===== src/rtl/ffba_pkg.sv =====
// ----------------------------------------------------------------------------
// ffba_pkg
// Shared types, widths and codes for the first-fit block allocator.
// ----------------------------------------------------------------------------
package ffba_pkg;

  localparam int BASE_W     = 32;
  localparam int LIMIT_W    = 17;
  localparam int REQ_W      = 16;
  localparam int NEED_W     = 17;
  localparam int ADDR_W     = 32;
  localparam int APB_DATA_W = 32;
  localparam int APB_ADDR_W = 3;
  localparam int HDR_BYTES  = 8;

  localparam int DEF_MAX_BLOCKS = 64;
  localparam int DEF_HEAP_BYTES = 65536;

  localparam logic [LIMIT_W-1:0] HEAP_LIMIT_RESET = LIMIT_W'(65536);

  typedef enum logic {
    OP_ALLOC = 1'b0,
    OP_FREE  = 1'b1
  } opcode_e;

  typedef enum logic [1:0] {
    ST_OK          = 2'd0,
    ST_NO_SPACE    = 2'd1,
    ST_BAD_ADDRESS = 2'd2
  } status_e;

  typedef enum logic {
    CFG_HEAP_BASE  = 1'b0,
    CFG_HEAP_LIMIT = 1'b1
  } cfg_reg_e;

  typedef enum logic [1:0] {
    S_IDLE,
    S_SCAN,
    S_OUT
  } ctrl_state_e;

  typedef struct packed {
    logic start;
    logic scan;
    logic commit_hit;
    logic commit_miss;
    logic load_out;
  } dp_cmd_t;

  typedef struct packed {
    logic hit;
    logic miss;
    logic out_free;
  } dp_status_t;

endpackage


===== src/rtl/ffba_req_if.sv =====
// ----------------------------------------------------------------------------
// ffba_req_if
// Request channel: allocate or free item with valid/ready handshake.
// ----------------------------------------------------------------------------
interface ffba_req_if import ffba_pkg::*; ();
  logic              valid;
  logic              ready;
  logic              opcode;
  logic [REQ_W-1:0]  request_bytes;
  logic [ADDR_W-1:0] release_address;

  modport source (output valid, opcode, request_bytes, release_address, input ready);
  modport sink   (input valid, opcode, request_bytes, release_address, output ready);
endinterface


===== src/rtl/ffba_rsp_if.sv =====
// ----------------------------------------------------------------------------
// ffba_rsp_if
// Response channel: user address and status with valid/ready handshake.
// ----------------------------------------------------------------------------
interface ffba_rsp_if import ffba_pkg::*; ();
  logic              valid;
  logic              ready;
  logic [ADDR_W-1:0] user_address;
  logic [1:0]        status;

  modport source (output valid, user_address, status, input ready);
  modport sink   (input valid, user_address, status, output ready);
endinterface


===== src/rtl/ffba_ram.sv =====
// ----------------------------------------------------------------------------
// ffba_ram
// Generic single-write, single-read RAM with registered read data.
// ----------------------------------------------------------------------------
module ffba_ram #(
  parameter int WIDTH = 8,
  parameter int DEPTH = 64
) (
  input  logic                     clk_i,
  input  logic                     we_i,
  input  logic [$clog2(DEPTH)-1:0] waddr_i,
  input  logic [WIDTH-1:0]         wdata_i,
  input  logic                     re_i,
  input  logic [$clog2(DEPTH)-1:0] raddr_i,
  output logic [WIDTH-1:0]         rdata_o
);

  logic [WIDTH-1:0] mem [DEPTH];
  logic [WIDTH-1:0] rdata_q;

  always_ff @(posedge clk_i) begin
    if (we_i) begin
      mem[waddr_i] <= wdata_i;
    end
    if (re_i) begin
      rdata_q <= mem[raddr_i];
    end
  end

  assign rdata_o = rdata_q;

endmodule


===== src/rtl/ffba_cfg_regs.sv =====
// ----------------------------------------------------------------------------
// ffba_cfg_regs
// APB-style register file holding heap base and heap limit.
// ----------------------------------------------------------------------------
module ffba_cfg_regs import ffba_pkg::*; (
  input  logic                  clk_i,
  input  logic                  rst_ni,
  input  logic                  psel,
  input  logic                  penable,
  input  logic                  pwrite,
  input  logic [APB_ADDR_W-1:0] paddr,
  input  logic [APB_DATA_W-1:0] pwdata,
  output logic [APB_DATA_W-1:0] prdata,
  output logic                  pready,
  output logic [BASE_W-1:0]     heap_base_o,
  output logic [LIMIT_W-1:0]    heap_limit_o
);

  logic [BASE_W-1:0]  heap_base_q;
  logic [LIMIT_W-1:0] heap_limit_q;
  logic               wr_en;
  cfg_reg_e           reg_sel;

  assign pready  = 1'b1;
  assign wr_en   = psel && penable && pwrite && pready;
  // registers sit on 4-byte boundaries, low address bits are ignored
  assign reg_sel = cfg_reg_e'(paddr[2]);

  always_ff @(posedge clk_i or negedge rst_ni) begin
    if (!rst_ni) begin
      heap_base_q  <= '0;
      heap_limit_q <= HEAP_LIMIT_RESET;
    end else if (wr_en) begin
      case (reg_sel)
        CFG_HEAP_BASE:  heap_base_q  <= pwdata[BASE_W-1:0];
        CFG_HEAP_LIMIT: heap_limit_q <= pwdata[LIMIT_W-1:0];
        default: ;
      endcase
    end
  end

  always_comb begin
    case (reg_sel)
      CFG_HEAP_BASE:  prdata = APB_DATA_W'(heap_base_q);
      CFG_HEAP_LIMIT: prdata = APB_DATA_W'(heap_limit_q);
      default:        prdata = '0;
    endcase
  end

  assign heap_base_o  = heap_base_q;
  assign heap_limit_o = heap_limit_q;

endmodule


===== src/rtl/ffba_ctrl.sv =====
// ----------------------------------------------------------------------------
// ffba_ctrl
// Sequencer: accept, scan the block table, commit, hand over the result.
// ----------------------------------------------------------------------------
module ffba_ctrl import ffba_pkg::*; (
  input  logic       clk_i,
  input  logic       rst_ni,
  input  logic       in_valid_i,
  output logic       in_ready_o,
  input  dp_status_t stat_i,
  output dp_cmd_t    cmd_o
);

  ctrl_state_e state_q, state_d;

  always_ff @(posedge clk_i or negedge rst_ni) begin
    if (!rst_ni) begin
      state_q <= S_IDLE;
    end else begin
      state_q <= state_d;
    end
  end

  always_comb begin
    state_d    = state_q;
    cmd_o      = '0;
    in_ready_o = 1'b0;
    case (state_q)
      S_IDLE: begin
        in_ready_o = 1'b1;
        if (in_valid_i) begin
          cmd_o.start = 1'b1;
          state_d     = S_SCAN;
        end
      end
      S_SCAN: begin
        cmd_o.scan = 1'b1;
        if (stat_i.hit) begin
          cmd_o.commit_hit = 1'b1;
          state_d          = S_OUT;
        end else if (stat_i.miss) begin
          cmd_o.commit_miss = 1'b1;
          state_d           = S_OUT;
        end
      end
      S_OUT: begin
        if (stat_i.out_free) begin
          cmd_o.load_out = 1'b1;
          state_d        = S_IDLE;
        end
      end
      default: state_d = S_IDLE;
    endcase
  end

endmodule


===== src/rtl/ffba_dp.sv =====
// ----------------------------------------------------------------------------
// ffba_dp
// Datapath: block table memory, scan pipeline, append logic, result register.
// ----------------------------------------------------------------------------
module ffba_dp import ffba_pkg::*; #(
  parameter int MAX_BLOCKS = DEF_MAX_BLOCKS,
  parameter int HEAP_BYTES = DEF_HEAP_BYTES
) (
  input  logic               clk_i,
  input  logic               rst_ni,
  input  dp_cmd_t            cmd_i,
  output dp_status_t         stat_o,
  input  logic               opcode_i,
  input  logic [REQ_W-1:0]   request_bytes_i,
  input  logic [ADDR_W-1:0]  release_address_i,
  input  logic [BASE_W-1:0]  heap_base_i,
  input  logic [LIMIT_W-1:0] heap_limit_i,
  input  logic               out_ready_i,
  output logic               out_valid_o,
  output logic [ADDR_W-1:0]  user_address_o,
  output logic [1:0]         out_status_o
);

  localparam int AW      = $clog2(MAX_BLOCKS);
  localparam int CNT_W   = $clog2(MAX_BLOCKS + 1);
  localparam int START_W = $clog2(HEAP_BYTES);
  localparam int END_W   = $clog2(HEAP_BYTES + 1);
  localparam int LIM_W   = (END_W > LIMIT_W) ? END_W : LIMIT_W;
  localparam int ENT_W   = 1 + NEED_W + START_W;

  localparam logic [LIM_W-1:0]  HEAP_LIM = LIM_W'(HEAP_BYTES);
  localparam logic [CNT_W-1:0]  CNT_FULL = CNT_W'(MAX_BLOCKS);
  localparam logic [ADDR_W-1:0] HDR      = ADDR_W'(HDR_BYTES);

  // control state
  logic [CNT_W-1:0] count_q, count_d;
  logic [END_W-1:0] heap_end_q, heap_end_d;
  logic [CNT_W-1:0] scan_idx_q, scan_idx_d;
  logic             chk_vld_q, chk_vld_d;
  logic [AW-1:0]    chk_idx_q, chk_idx_d;
  logic             out_vld_q, out_vld_d;

  // payload
  opcode_e           op_q;
  logic [NEED_W-1:0] need_q;
  logic [ADDR_W-1:0] off_q;
  logic [ADDR_W-1:0] res_addr_q, res_addr_d;
  status_e           res_stat_q, res_stat_d;
  logic [ADDR_W-1:0] out_addr_q;
  status_e           out_stat_q;

  // table memory
  logic             ram_we, ram_re;
  logic [AW-1:0]    ram_waddr;
  logic [ENT_W-1:0] ram_wdata, ram_rdata;

  logic               ent_free;
  logic [NEED_W-1:0]  ent_size;
  logic [START_W-1:0] ent_start;
  logic               match;
  logic               issue;
  logic [LIM_W-1:0]   lim;
  logic [LIM_W:0]     end_sum;
  logic               no_space;

  ffba_ram #(
    .WIDTH (ENT_W),
    .DEPTH (MAX_BLOCKS)
  ) u_table (
    .clk_i   (clk_i),
    .we_i    (ram_we),
    .waddr_i (ram_waddr),
    .wdata_i (ram_wdata),
    .re_i    (ram_re),
    .raddr_i (scan_idx_q[AW-1:0]),
    .rdata_o (ram_rdata)
  );

  assign ent_free  = ram_rdata[ENT_W-1];
  assign ent_size  = ram_rdata[START_W +: NEED_W];
  assign ent_start = ram_rdata[START_W-1:0];

  always_comb begin
    if (op_q == OP_ALLOC) begin
      match = ent_free && (ent_size >= need_q);
    end else begin
      match = (ADDR_W'(ent_start) == off_q);
    end
  end

  assign issue  = cmd_i.scan && (scan_idx_q < count_q);
  assign ram_re = issue;

  assign stat_o.hit      = chk_vld_q && match;
  assign stat_o.miss     = !chk_vld_q && (scan_idx_q >= count_q);
  assign stat_o.out_free = !out_vld_q || out_ready_i;

  // usable limit and append check
  assign lim      = (LIM_W'(heap_limit_i) > HEAP_LIM) ? HEAP_LIM : LIM_W'(heap_limit_i);
  assign end_sum  = (LIM_W + 1)'(heap_end_q) + (LIM_W + 1)'(need_q);
  assign no_space = (count_q == CNT_FULL) || (end_sum > {1'b0, lim});

  always_comb begin
    count_d    = count_q;
    heap_end_d = heap_end_q;
    scan_idx_d = scan_idx_q;
    chk_vld_d  = chk_vld_q;
    chk_idx_d  = chk_idx_q;
    out_vld_d  = out_vld_q;
    res_addr_d = res_addr_q;
    res_stat_d = res_stat_q;
    ram_we     = 1'b0;
    ram_waddr  = chk_idx_q;
    ram_wdata  = ram_rdata;

    if (cmd_i.start) begin
      scan_idx_d = '0;
      chk_vld_d  = 1'b0;
    end

    if (cmd_i.scan) begin
      chk_vld_d = issue;
      chk_idx_d = scan_idx_q[AW-1:0];
      if (issue) begin
        scan_idx_d = scan_idx_q + CNT_W'(1);
      end
    end

    if (cmd_i.commit_hit) begin
      ram_we     = 1'b1;
      ram_waddr  = chk_idx_q;
      res_stat_d = ST_OK;
      if (op_q == OP_ALLOC) begin
        ram_wdata  = {1'b0, ent_size, ent_start};
        res_addr_d = heap_base_i + ADDR_W'(ent_start) + HDR;
      end else begin
        ram_wdata  = {1'b1, ent_size, ent_start};
        res_addr_d = '0;
      end
    end

    if (cmd_i.commit_miss) begin
      res_addr_d = '0;
      if (op_q == OP_FREE) begin
        res_stat_d = ST_BAD_ADDRESS;
      end else if (no_space) begin
        res_stat_d = ST_NO_SPACE;
      end else begin
        // append a new block at the heap end
        ram_we     = 1'b1;
        ram_waddr  = count_q[AW-1:0];
        ram_wdata  = {1'b0, need_q, heap_end_q[START_W-1:0]};
        count_d    = count_q + CNT_W'(1);
        heap_end_d = end_sum[END_W-1:0];
        res_stat_d = ST_OK;
        res_addr_d = heap_base_i + ADDR_W'(heap_end_q) + HDR;
      end
    end

    if (cmd_i.load_out) begin
      out_vld_d = 1'b1;
    end else if (out_ready_i) begin
      out_vld_d = 1'b0;
    end
  end

  always_ff @(posedge clk_i or negedge rst_ni) begin
    if (!rst_ni) begin
      count_q    <= '0;
      heap_end_q <= '0;
      scan_idx_q <= '0;
      chk_vld_q  <= 1'b0;
      chk_idx_q  <= '0;
      out_vld_q  <= 1'b0;
    end else begin
      count_q    <= count_d;
      heap_end_q <= heap_end_d;
      scan_idx_q <= scan_idx_d;
      chk_vld_q  <= chk_vld_d;
      chk_idx_q  <= chk_idx_d;
      out_vld_q  <= out_vld_d;
    end
  end

  always_ff @(posedge clk_i) begin
    if (cmd_i.start) begin
      op_q   <= opcode_e'(opcode_i);
      need_q <= NEED_W'(request_bytes_i) + NEED_W'(HDR_BYTES);
      off_q  <= release_address_i - HDR - heap_base_i;
    end
    res_addr_q <= res_addr_d;
    res_stat_q <= res_stat_d;
    if (cmd_i.load_out) begin
      out_addr_q <= res_addr_q;
      out_stat_q <= res_stat_q;
    end
  end

  assign out_valid_o    = out_vld_q;
  assign user_address_o = out_addr_q;
  assign out_status_o   = out_stat_q;

endmodule


===== src/rtl/first_fit_block_allocator_unit.sv =====
// ----------------------------------------------------------------------------
// first_fit_block_allocator_unit
// First-fit heap allocator over a block table, no splitting, no coalescing.
// ----------------------------------------------------------------------------
// usage
//   req: one allocate or free item per handshake (valid and ready high)
//   rsp: one result item per request, user address and status
//   apb: heap_base at 0x0, heap_limit at 0x4, write only while idle
// timing
//   the scan reads one table entry per cycle from a memory with registered
//   read and stops at the first matching entry; with n blocks in the table
//   and no match it checks all n entries, then appends a new block or
//   reports no space or a bad address; the result passes a result register
//   and then the output register; the next item is taken in the cycle after
//   the result is loaded
//   one item is in work at a time; a new request is taken while the last
//   result still waits in the output register
// reset
//   table empty, heap end zero, heap_base 0, heap_limit 65536; no clearing
//   pass, entries beyond the block count are never read
// stall
//   a stalled result holds the output register; the next item finishes its
//   scan and then waits until the register is taken
// ----------------------------------------------------------------------------
module first_fit_block_allocator_unit import ffba_pkg::*; #(
  parameter int MAX_BLOCKS = DEF_MAX_BLOCKS,
  parameter int HEAP_BYTES = DEF_HEAP_BYTES
) (
  input  logic                  clk_i,
  input  logic                  rst_ni,
  ffba_req_if.sink              req,
  ffba_rsp_if.source            rsp,
  input  logic                  psel,
  input  logic                  penable,
  input  logic                  pwrite,
  input  logic [APB_ADDR_W-1:0] paddr,
  input  logic [APB_DATA_W-1:0] pwdata,
  output logic [APB_DATA_W-1:0] prdata,
  output logic                  pready
);

  logic [BASE_W-1:0]  heap_base;
  logic [LIMIT_W-1:0] heap_limit;
  dp_cmd_t            cmd;
  dp_status_t         stat;

  ffba_cfg_regs u_cfg (
    .clk_i        (clk_i),
    .rst_ni       (rst_ni),
    .psel         (psel),
    .penable      (penable),
    .pwrite       (pwrite),
    .paddr        (paddr),
    .pwdata       (pwdata),
    .prdata       (prdata),
    .pready       (pready),
    .heap_base_o  (heap_base),
    .heap_limit_o (heap_limit)
  );

  ffba_ctrl u_ctrl (
    .clk_i      (clk_i),
    .rst_ni     (rst_ni),
    .in_valid_i (req.valid),
    .in_ready_o (req.ready),
    .stat_i     (stat),
    .cmd_o      (cmd)
  );

  ffba_dp #(
    .MAX_BLOCKS (MAX_BLOCKS),
    .HEAP_BYTES (HEAP_BYTES)
  ) u_dp (
    .clk_i             (clk_i),
    .rst_ni            (rst_ni),
    .cmd_i             (cmd),
    .stat_o            (stat),
    .opcode_i          (req.opcode),
    .request_bytes_i   (req.request_bytes),
    .release_address_i (req.release_address),
    .heap_base_i       (heap_base),
    .heap_limit_i      (heap_limit),
    .out_ready_i       (rsp.ready),
    .out_valid_o       (rsp.valid),
    .user_address_o    (rsp.user_address),
    .out_status_o      (rsp.status)
  );

endmodule


===== src/flat_wrapper.sv =====
// flat-port wrapper written by rule: the top's interface ports become plain ports
module first_fit_block_allocator_unit_flat import ffba_pkg::*;
#(
  parameter int MAX_BLOCKS = DEF_MAX_BLOCKS,
  parameter int HEAP_BYTES = DEF_HEAP_BYTES
)
  (clk_i, rst_ni, psel, penable, pwrite, paddr, pwdata, prdata, pready, req_valid, req_opcode, req_request_bytes, req_release_address, req_ready, rsp_valid, rsp_user_address, rsp_status, rsp_ready);
  ffba_req_if req_i ();
  ffba_rsp_if rsp_i ();
  input  logic clk_i;
  input  logic rst_ni;
  input  logic psel;
  input  logic penable;
  input  logic pwrite;
  input  logic [APB_ADDR_W-1:0] paddr;
  input  logic [APB_DATA_W-1:0] pwdata;
  output logic [APB_DATA_W-1:0] prdata;
  output logic pready;
  input wire logic [$bits(req_i.valid)-1:0] req_valid;
  input wire logic [$bits(req_i.opcode)-1:0] req_opcode;
  input wire logic [$bits(req_i.request_bytes)-1:0] req_request_bytes;
  input wire logic [$bits(req_i.release_address)-1:0] req_release_address;
  output wire logic [$bits(req_i.ready)-1:0] req_ready;
  output wire logic [$bits(rsp_i.valid)-1:0] rsp_valid;
  output wire logic [$bits(rsp_i.user_address)-1:0] rsp_user_address;
  output wire logic [$bits(rsp_i.status)-1:0] rsp_status;
  input wire logic [$bits(rsp_i.ready)-1:0] rsp_ready;
  assign req_i.valid = req_valid;
  assign req_i.opcode = req_opcode;
  assign req_i.request_bytes = req_request_bytes;
  assign req_i.release_address = req_release_address;
  assign req_ready = req_i.ready;
  assign rsp_valid = rsp_i.valid;
  assign rsp_user_address = rsp_i.user_address;
  assign rsp_status = rsp_i.status;
  assign rsp_i.ready = rsp_ready;
  first_fit_block_allocator_unit #(.MAX_BLOCKS(MAX_BLOCKS), .HEAP_BYTES(HEAP_BYTES)) u_core (.clk_i(clk_i), .rst_ni(rst_ni), .req(req_i), .rsp(rsp_i), .psel(psel), .penable(penable), .pwrite(pwrite), .paddr(paddr), .pwdata(pwdata), .prdata(prdata), .pready(pready));
endmodule

===== config.mk =====
export PLATFORM = sky130hd
export DESIGN_NAME = first_fit_block_allocator_unit_flat
export DESIGN_NICKNAME = d
export VERILOG_FILES = /design/src/rtl/ffba_pkg.sv /design/src/rtl/ffba_req_if.sv /design/src/rtl/ffba_rsp_if.sv /design/src/rtl/ffba_ram.sv /design/src/rtl/ffba_cfg_regs.sv /design/src/rtl/ffba_ctrl.sv /design/src/rtl/ffba_dp.sv /design/src/rtl/first_fit_block_allocator_unit.sv /design/src/flat_wrapper.sv
export SDC_FILE = /design/constraint.sdc
export NUM_CORES = 2
export LEC_CHECK = 0
export BUFFER_PORTS_ARGS = -buffer_cell sky130_fd_sc_hd__buf_2
export CAP_MARGIN = 5
export CORE_MARGIN = 5
export CORE_UTILIZATION = 34
export DETAILED_ROUTE_END_ITERATION = 8
export GPL_TIMING_DRIVEN = 0
export REMOVE_ABC_BUFFERS = 1
export SLEW_MARGIN = 20
export SYNTH_ARGS = -nofsm -noshare
export SYNTH_HDL_FRONTEND = slang
export SYNTH_SLANG_ARGS = --single-unit

===== constraint.sdc =====
create_clock -name clk_i -period 8.4 [get_ports clk_i]
set_clock_uncertainty 0.15 [all_clocks]
set_input_delay 1.68 -clock clk_i [delete_from_list [all_inputs] [get_ports clk_i]]
set_output_delay 1.68 -clock clk_i [all_outputs]
set_load 0.01 [all_outputs]

Word level (Yosys, flattened, before mapping)
Memory sizes are Yosys's and may differ from the RTL's. A register that Yosys moved wholly into a read port is not among the register bits.
Cells that the tools add are included.
{"block": "word_totals", "register_bits": 208, "ram_bits": 2176, "output_inout_bits": 69, "wordCells": 107, "n_memories": 1}
{"name": "u_core.u_dp.u_table.mem", "depth": 64, "word_bits": 34, "rd": 1, "rd_clocked_by_memory_dff": 1, "wr": 1, "line_no": "ffba_ram.sv:18", "text": "logic [WIDTH-1:0] mem [DEPTH];"}
{"block": "op_classes", "addsub": 10, "magnitude_cmp": 5, "eq_ne": 7, "mux": 47, "n_bitwise": 3, "n_reduce_logical": 18}
{"op": "34-bit two-way mux", "n": 5}
{"op": "32-bit two-way mux", "n": 5}
{"op": "32-bit by 4-bit adder with 32-bit output (second input constant)", "n": 2}
{"op": "32-bit case mux with 2 select lines", "n": 1}
{"op": "32-bit by 16-bit adder with 32-bit output", "n": 1}
{"op": "32-bit by 17-bit adder with 32-bit output", "n": 1}
{"op": "16-bit by 32-bit == test with 1-bit output", "n": 1}
{"op": "32-bit subtractor", "n": 1}
{"op": "32-bit by 4-bit subtractor with 32-bit output (second input constant)", "n": 1}
{"op": "7-bit two-way mux", "n": 3}
{"op": "1-bit two-way mux", "n": 20}
{"op": "17-bit by 17-bit adder with 18-bit output", "n": 1}
{"op": "18-bit by 17-bit greater-than comparator with 1-bit output", "n": 1}
{"op": "6-bit two-way mux", "n": 3}
{"op": "16-bit by 4-bit adder with 17-bit output (second input constant)", "n": 1}
{"op": "17-bit >= comparator", "n": 1}
{"op": "17-bit greater-than comparator (second input constant)", "n": 1}
{"op": "17-bit two-way mux", "n": 1}
{"op": "7-bit by 1-bit adder with 7-bit output (second input constant)", "n": 2}
{"op": "2-bit two-way mux", "n": 7}
{"op": "7-bit == test (second input constant)", "n": 1}
{"op": "7-bit >= comparator", "n": 1}
{"op": "7-bit less-than comparator", "n": 1}
{"op": "1-bit logical AND", "n": 6}
{"op": "14 further kinds", "n": 22}

Logic depth before layout (Yosys ltp)
{"block": "logic_depth", "ltp_word": 12, "mapped_depth": 23}

By module
From an unflattened synthesis, not the netlist that was laid out.
{"block": "hier_totals", "hier_cells": 5202, "hier_area_um2": 99349.0}
{"module": "ffba_ram", "instances": 1, "cells_per_inst": 3744, "area_each_um2": 84114.4, "seq_area_each_um2": 66363.6}
{"module": "ffba_dp", "instances": 1, "cells_per_inst": 1302, "area_each_um2": 12794.8, "seq_area_each_um2": 4519.3}
{"module": "ffba_cfg_regs", "instances": 1, "cells_per_inst": 142, "area_each_um2": 2306.0, "seq_area_each_um2": 1227.4}
{"module": "ffba_ctrl", "instances": 1, "cells_per_inst": 14, "area_each_um2": 133.9, "seq_area_each_um2": 50.0}

Least setup slack after synthesis
Ideal clock, no wire load.
{"block": "synth_timing", "kind": "reg2reg", "from": "register u_core.u_dp.heap_end_q[0]", "to": "memory u_core.u_dp.u_table.mem[0][25] (netlist name) (data pin)", "t_arrival_ns": 6.670, "required_ns": 7.548, "path_slack_ns": 0.878, "stages_incl_launch_ff": 21, "path_buffers": 2, "synth_period_minus_slack_ns": 7.522, "cell_sequence": "dfrtp_1 > ha_1 > fa_1 > a21o_1 > a21oi_1 > nor2b_1 > o221ai_1 > a31oi_1 > a41oi_1 > nor2b_1 > xnor2_1 > ha_1 > and3_1 > a221oi_1 > o21ai_1 > a2111o_1 > nand2_1 > nand4b_2 > clkbuf_1 > clkbuf_1 > o21ai_0"}
{"block": "synth_via", "elab_chain_len": 6}
{"item": "start, declared", "line_no": "ffba_dp.sv:37", "text": "logic [END_W-1:0] heap_end_q, heap_end_d;"}
{"item": "start signal, assigned", "line_no": "ffba_dp.sv:177", "text": "heap_end_q <= heap_end_d;"}
{"item": "17-bit by 17-bit adder with 18-bit output", "line_no": "ffba_dp.sv:100", "text": "assign end_sum = (LIM_W + 1)'(heap_end_q) + (LIM_W + 1)'(need_q);"}
{"item": "net u_core.u_dp.end_sum[14]", "line_no": "ffba_dp.sv:63", "text": "logic [LIM_W:0] end_sum;"}
{"item": "18-bit by 17-bit greater-than comparator with 1-bit output", "line_no": "ffba_dp.sv:101", "text": "assign no_space = (count_q == CNT_FULL) || (end_sum > {1'b0, lim});"}
{"item": "1-bit logical OR", "line_no": "ffba_dp.sv:101"}
{"item": "34-bit two-way mux", "line_no": "ffba_dp.sv:146", "text": "end else if (no_space) begin"}
{"item": "34-bit two-way mux", "line_no": "ffba_dp.sv:144", "text": "if (op_q == OP_FREE) begin"}
{"item": "34-bit two-way mux", "line_no": "ffba_dp.sv:142", "text": "if (cmd_i.commit_miss) begin"}
{"item": "net u_core.u_dp.ram_wdata[25]", "line_no": "ffba_dp.sv:55", "text": "logic [ENT_W-1:0] ram_wdata, ram_rdata;"}
{"item": "end, declared", "line_no": "ffba_ram.sv:18"}
The timed path passes the listed nets, and every way through them passes these cells.

Worst setup path after layout
{"block": "layout_timing", "from": "register u_core.u_dp.need_q[0]", "to": "memory u_core.u_dp.u_table.mem[9][19] (netlist name) (enable)"}
{"block": "layout_via", "word_cells_on_any_way": 19}
{"item": "start, declared", "line_no": "ffba_dp.sv:45", "text": "logic [NEED_W-1:0] need_q;"}
{"item": "start signal, assigned", "line_no": "ffba_dp.sv:188", "text": "need_q <= NEED_W'(request_bytes_i) + NEED_W'(HDR_BYTES);"}
{"item": "17-bit by 17-bit adder with 18-bit output (*)", "line_no": "ffba_dp.sv:100"}
{"item": "net u_core.u_dp.end_sum[14]", "line_no": "ffba_dp.sv:63"}
{"item": "18-bit by 17-bit greater-than comparator with 1-bit output (*)", "line_no": "ffba_dp.sv:101"}
{"item": "1-bit logical OR (*)", "line_no": "ffba_dp.sv:101"}
{"item": "1-bit two-way mux", "line_no": "ffba_dp.sv:146"}
{"item": "1-bit two-way mux", "line_no": "ffba_dp.sv:144"}
{"item": "1-bit two-way mux", "line_no": "ffba_dp.sv:142"}
{"item": "1-bit two-way mux", "line_no": "ffba_ram.sv:22", "text": "if (we_i) begin"}
{"item": "1-bit two-way mux (implied by the code)", "line_no": "ffba_ram.sv:23", "text": "mem[waddr_i] <= wdata_i;"}
The timed path passes the listed nets; every way through them passes the cells marked *.

==> results.md <==
- FFs w/ async S/R, synth: 0.0372
- Cell types with the largest area share after synthesis: sky130_fd_sc_hd__edfxtp_1 71%, sky130_fd_sc_hd__mux4_2 16%, sky130_fd_sc_hd__ha_1 2.4%
- Mean routed wirelength per cell: 28.4 um
- Vias in the first global route: 50.2k
- Arrival time at the worst endpoint: 8500 ps
- Worst-path fanout max: 42
- Number of buffers added for setup after CTS: 0
- Number of fill cells: 24.9k
- Final-layout worst hold slack: 265 ps
- Relative area change from synthesis to final layout: 19.3%
- Measured slew at the worst slew-check pin: 1160 ps
- Number of vias in the routed layout: 49.7k
- Total standard cell area after synthesis: 98400 um^2
- Clock latency on the worst-skew pair: 900 ps
- Pins Over Slew Limit: 0
- EDFF count, synth: 2328
- First-pass GRT wire length: 369000 um
- Cts bufs inserted: 237
- Achievable frequency: 125 MHz
- Most used flip-flop cell after synthesis: sky130_fd_sc_hd__edfxtp_1
- Register bit count reported by yosys: 2418
- Antenna-violating nets left: 0
- Clock Root Buffer: sky130_fd_sc_hd__clkbuf_16
- Peak ir drop on the vdd network: 0.000254 V
- TritonCTS clock tree: done
- Mean number of vias per cell: 5.47
- Number of sinks on the clock net: 2418
- Quantity of gates resized following cts: 0
- Fraction of synthesized cell area taken by the top area cell type: 0.710
- Power per Cell Area: 305 nW/um^2
- Number of violations of the max-capacitance limit: 0
- Post-cts hold buffer count: 0
- Critical Path End Type: flop
- Detailed router's first-iteration violation count: 5658
- Required time of the critical path: 8870 ps
- Cell taking the most area after synthesis: sky130_fd_sc_hd__edfxtp_1
- Worst rel slew slack: 0.224
- Leakage power: 0.0373 uW
- HPWL after detailed placement: 175000 um
- Overall die area: 300000 um^2
- Pin count of the biggest net entering global routing: 51
- H-tree depth reported by CTS: 4
- Synth warnings: 0
- Total core area: 288000 um^2
- Nature of the critical path startpoint: flop
- Die width: 548 um
- Part of the cycle the worst path needs: 0.956
- Clock Tree Buf Depth: 3
- Number of ports placed on the die boundary: 160
- Run status: complete, no violations
- Final wirelength: 259000 um
- Mean Syn Cell Area: 21.0 um^2
- Global-route usage over all layers: 0.169
- Final number of setup-violating endpoints: 0
- Antenna violations before repair: 20
- Worst hold path class: reg -> reg
- Number of standard-cell rows in the floorplan: 197
- Placer congestion estimate: 0.822
- Final Net Count: 5395
- Setup repair after global routing missed its margin: no
- Post-route setup TNS: 0 ps
- Share of the yosys chip area belonging to registers: 0.733
- Count of cell types in the netlist: 80
- Die Y: 548 um
- CP Class: reg -> reg
- Clock transition at the registers of the reported paths: 60 ps
- Cells after Synth: 4678
- Overflow after GRT: 0
- Number of hold violations in the final report: 0
- Clock period minus final worst setup slack: 8030 ps
- Initial Util: 0.341
- Number of detailed-routing iterations run before antenna repair: 5
- Drc violations: 0
- Layout cells sized above 1: 0.312
- Count of input and output buffers: 156
-- final timing paths --
kind | to | slack, ps | from | cells past startpoint
min | u_core.u_dp.user_address_o[19] | 260 | u_core.u_dp.res_addr_q[19] | 0
max | u_core.u_dp.u_table.mem[9][19] | 370 | u_core.u_dp.need_q[0] | 23
max in group asynchronous | u_core.u_dp.scan_idx_q[3] | 6840 | rst_ni | 2
max reg2reg | u_core.u_dp.u_table.mem[9][19] | 370 | u_core.u_dp.need_q[0] | 23
min reg2reg | u_core.u_dp.user_address_o[19] | 260 | u_core.u_dp.res_addr_q[19] | 0
min in group asynchronous | u_core.u_cfg.heap_base_o[17] | 560 | rst_ni | 1
-- final cells by class --
| type | instances | area (um^2) | area share |
|---|---|---|---|
| diodes | 7 | 17.5 | 0.000149 |
| clock buffers | 304 | 6330 | 0.0539 |
| clock inverters | 136 | 1180 | 0.0101 |
| inverters | 149 | 562 | 0.00479 |
| multi-input cells | 1908 | 25600 | 0.219 |
| flip-flops and latches | 2418 | 72200 | 0.615 |
| well taps | 3781 | 4730 | 0.0403 |
| repair buffers | 397 | 6700 | 0.0571 |
-- stage by stage --
| step | utilization | power (uW) | instance area, um^2 | cells | setup WS [ps] |
|---|---|---|---|---|---|
| finish | 0.407 | 35800 | 117000 | 9100 | 373 |
| detailed placement | 0.381 | 25800 | 110000 | 8653 | 441 |
| global route | 0.407 | 37300 | 117000 | 9096 | 80.0 |
| CTS | 0.407 | 36000 | 117000 | 9093 | 387 |
| global placement | 0.358 | 25700 | 103000 | 8412 | -33680 |
| floorplan | - | 24200 | 97500 | 4475 | -18340 |
-- power by group --
part	internal (uW)	switching, uW
Sequential	15600	448
Clock	5750	4520
Combinational	3950	5510
-- cells in the mapped netlist, types with 4 or more instances --
| cell type | number |
|---|---|
| sky130_fd_sc_hd__a31oi_2 | 4 |
| sky130_fd_sc_hd__xor2_1 | 44 |
| sky130_fd_sc_hd__o211ai_1 | 19 |
| sky130_fd_sc_hd__a21o_1 | 33 |
| sky130_fd_sc_hd__nor3_1 | 17 |
| sky130_fd_sc_hd__and4_1 | 5 |
| sky130_fd_sc_hd__o22ai_1 | 17 |
| sky130_fd_sc_hd__ha_1 | 189 |
| sky130_fd_sc_hd__inv_1 | 146 |
| sky130_fd_sc_hd__o311ai_1 | 5 |
| sky130_fd_sc_hd__o31a_1 | 5 |
| sky130_fd_sc_hd__buf_2 | 56 |
| sky130_fd_sc_hd__nand3_1 | 26 |
| sky130_fd_sc_hd__a21oi_1 | 81 |
| sky130_fd_sc_hd__and3_1 | 13 |
| sky130_fd_sc_hd__nor4_1 | 16 |
| sky130_fd_sc_hd__o21a_1 | 17 |
| sky130_fd_sc_hd__buf_1 | 14 |
| sky130_fd_sc_hd__mux4_2 | 714 |
| sky130_fd_sc_hd__o21ai_1 | 5 |
| sky130_fd_sc_hd__nand2_1 | 179 |
| sky130_fd_sc_hd__clkbuf_1 | 125 |
| sky130_fd_sc_hd__nand4_1 | 19 |
| sky130_fd_sc_hd__and2_1 | 5 |
| sky130_fd_sc_hd__o21ai_0 | 75 |
| sky130_fd_sc_hd__o21bai_1 | 8 |
| sky130_fd_sc_hd__edfxtp_1 | 2328 |
| sky130_fd_sc_hd__or3_1 | 8 |
| sky130_fd_sc_hd__buf_4 | 8 |
| sky130_fd_sc_hd__nand2b_1 | 13 |
| sky130_fd_sc_hd__nor2b_1 | 32 |
| sky130_fd_sc_hd__a22o_1 | 6 |
| sky130_fd_sc_hd__mux2_2 | 76 |
| sky130_fd_sc_hd__xnor2_1 | 58 |
| sky130_fd_sc_hd__a31oi_1 | 12 |
| sky130_fd_sc_hd__fa_1 | 4 |
| sky130_fd_sc_hd__a211oi_1 | 10 |
| sky130_fd_sc_hd__dfrtp_1 | 89 |
| sky130_fd_sc_hd__or2_2 | 6 |
| sky130_fd_sc_hd__nor2_1 | 126 |
-- cell families after synthesis --
| kind of cell | count (synthesis) | share of synthesized area |
|---|---|---|
| flops | 2418 | 0.733 |
| mux | 793 | 0.172 |
| simple gates | 480 | 0.0230 |
| buf+inv | 352 | 0.0144 |
| compound gates | 339 | 0.0228 |
| fa+ha+maj | 193 | 0.0248 |
| xor+xnor | 102 | 0.00908 |
| other cells | 1 | 0.0000381 |
-- placed cells by master (no fill, tap or decap), types with 58 or more instances in the layout --
cell type                   Yosys  layout
sky130_fd_sc_hd__ha_1         189     189
sky130_fd_sc_hd__buf_12         0      83
sky130_fd_sc_hd__mux2_2        76      76
sky130_fd_sc_hd__dfrtp_1       89      83
sky130_fd_sc_hd__edfxtp_1    2328    2328
sky130_fd_sc_hd__buf_16         0     151
sky130_fd_sc_hd__nand2_1      179     163
sky130_fd_sc_hd__nor2_4         0      64
sky130_fd_sc_hd__inv_1        146     145
sky130_fd_sc_hd__clkbuf_16      0     241
sky130_fd_sc_hd__mux4_2       714     714
sky130_fd_sc_hd__a21oi_1       81      78
sky130_fd_sc_hd__nor2_1       126      62
sky130_fd_sc_hd__xnor2_1       58      58
sky130_fd_sc_hd__clkinv_1       3      60
sky130_fd_sc_hd__buf_2         56     155
-- worst max-delay path, stage by stage (launching register included) --
cell and delay (ps):
sky130_fd_sc_hd__edfxtp_1 550, sky130_fd_sc_hd__ha_1 320, sky130_fd_sc_hd__fa_1 420, sky130_fd_sc_hd__a21o_1 170, sky130_fd_sc_hd__a21oi_1 230, sky130_fd_sc_hd__nor2b_1 110
sky130_fd_sc_hd__o221ai_1 290, sky130_fd_sc_hd__a31oi_1 200, sky130_fd_sc_hd__a41oi_1 350, sky130_fd_sc_hd__nor2b_1 210, sky130_fd_sc_hd__xnor2_1 200, sky130_fd_sc_hd__ha_1 280
sky130_fd_sc_hd__and3_1 210, sky130_fd_sc_hd__a221oi_1 260, sky130_fd_sc_hd__o21ai_1 140, sky130_fd_sc_hd__a2111o_1 370, sky130_fd_sc_hd__nand2_1 170, sky130_fd_sc_hd__and4b_4 660
sky130_fd_sc_hd__buf_16 330, sky130_fd_sc_hd__mux2_2 400, sky130_fd_sc_hd__a21oi_2 860, sky130_fd_sc_hd__nor2_4 360, sky130_fd_sc_hd__buf_16 280, sky130_fd_sc_hd__buf_16 170
-- state kept, by name, summed over array words and instances (netlist names) --
| name | flops |
|---|---|
| u_core.u_dp.off_q | 32 |
| u_core.u_dp.chk_vld_q | 1 |
| u_core.u_dp.scan_idx_q | 7 |
| u_core.u_ctrl.state_q | 2 |
| u_core.u_cfg.heap_base_o | 32 |
| u_core.u_dp.out_valid_o | 1 |
| u_core.u_dp.res_stat_q | 2 |
| u_core.u_dp.out_status_o | 2 |
| u_core.u_dp.need_q | 17 |
| u_core.u_dp.u_table.rdata_o | 34 |
| u_core.u_dp.heap_end_q | 17 |
| u_core.u_dp.res_addr_q | 32 |
| u_core.u_dp.user_address_o | 32 |
| u_core.u_dp.count_q | 7 |
| u_core.u_cfg.heap_limit_o | 17 |
| u_core.u_dp.u_table.mem | 2176 |
| u_core.u_dp.chk_idx_q | 6 |
| u_core.u_dp.op_q | 1 |
-- per-layer routing --
layer  GRT usage  up-vias  share of wire
met4      0.0443        0          0.025
li1            -    20400              -
met1       0.235    26800           0.41
met3      0.0252      408          0.070
met5           0        -              0
met2       0.279     2159           0.49
No activity file was read; power rests on OpenSTA's default activity.
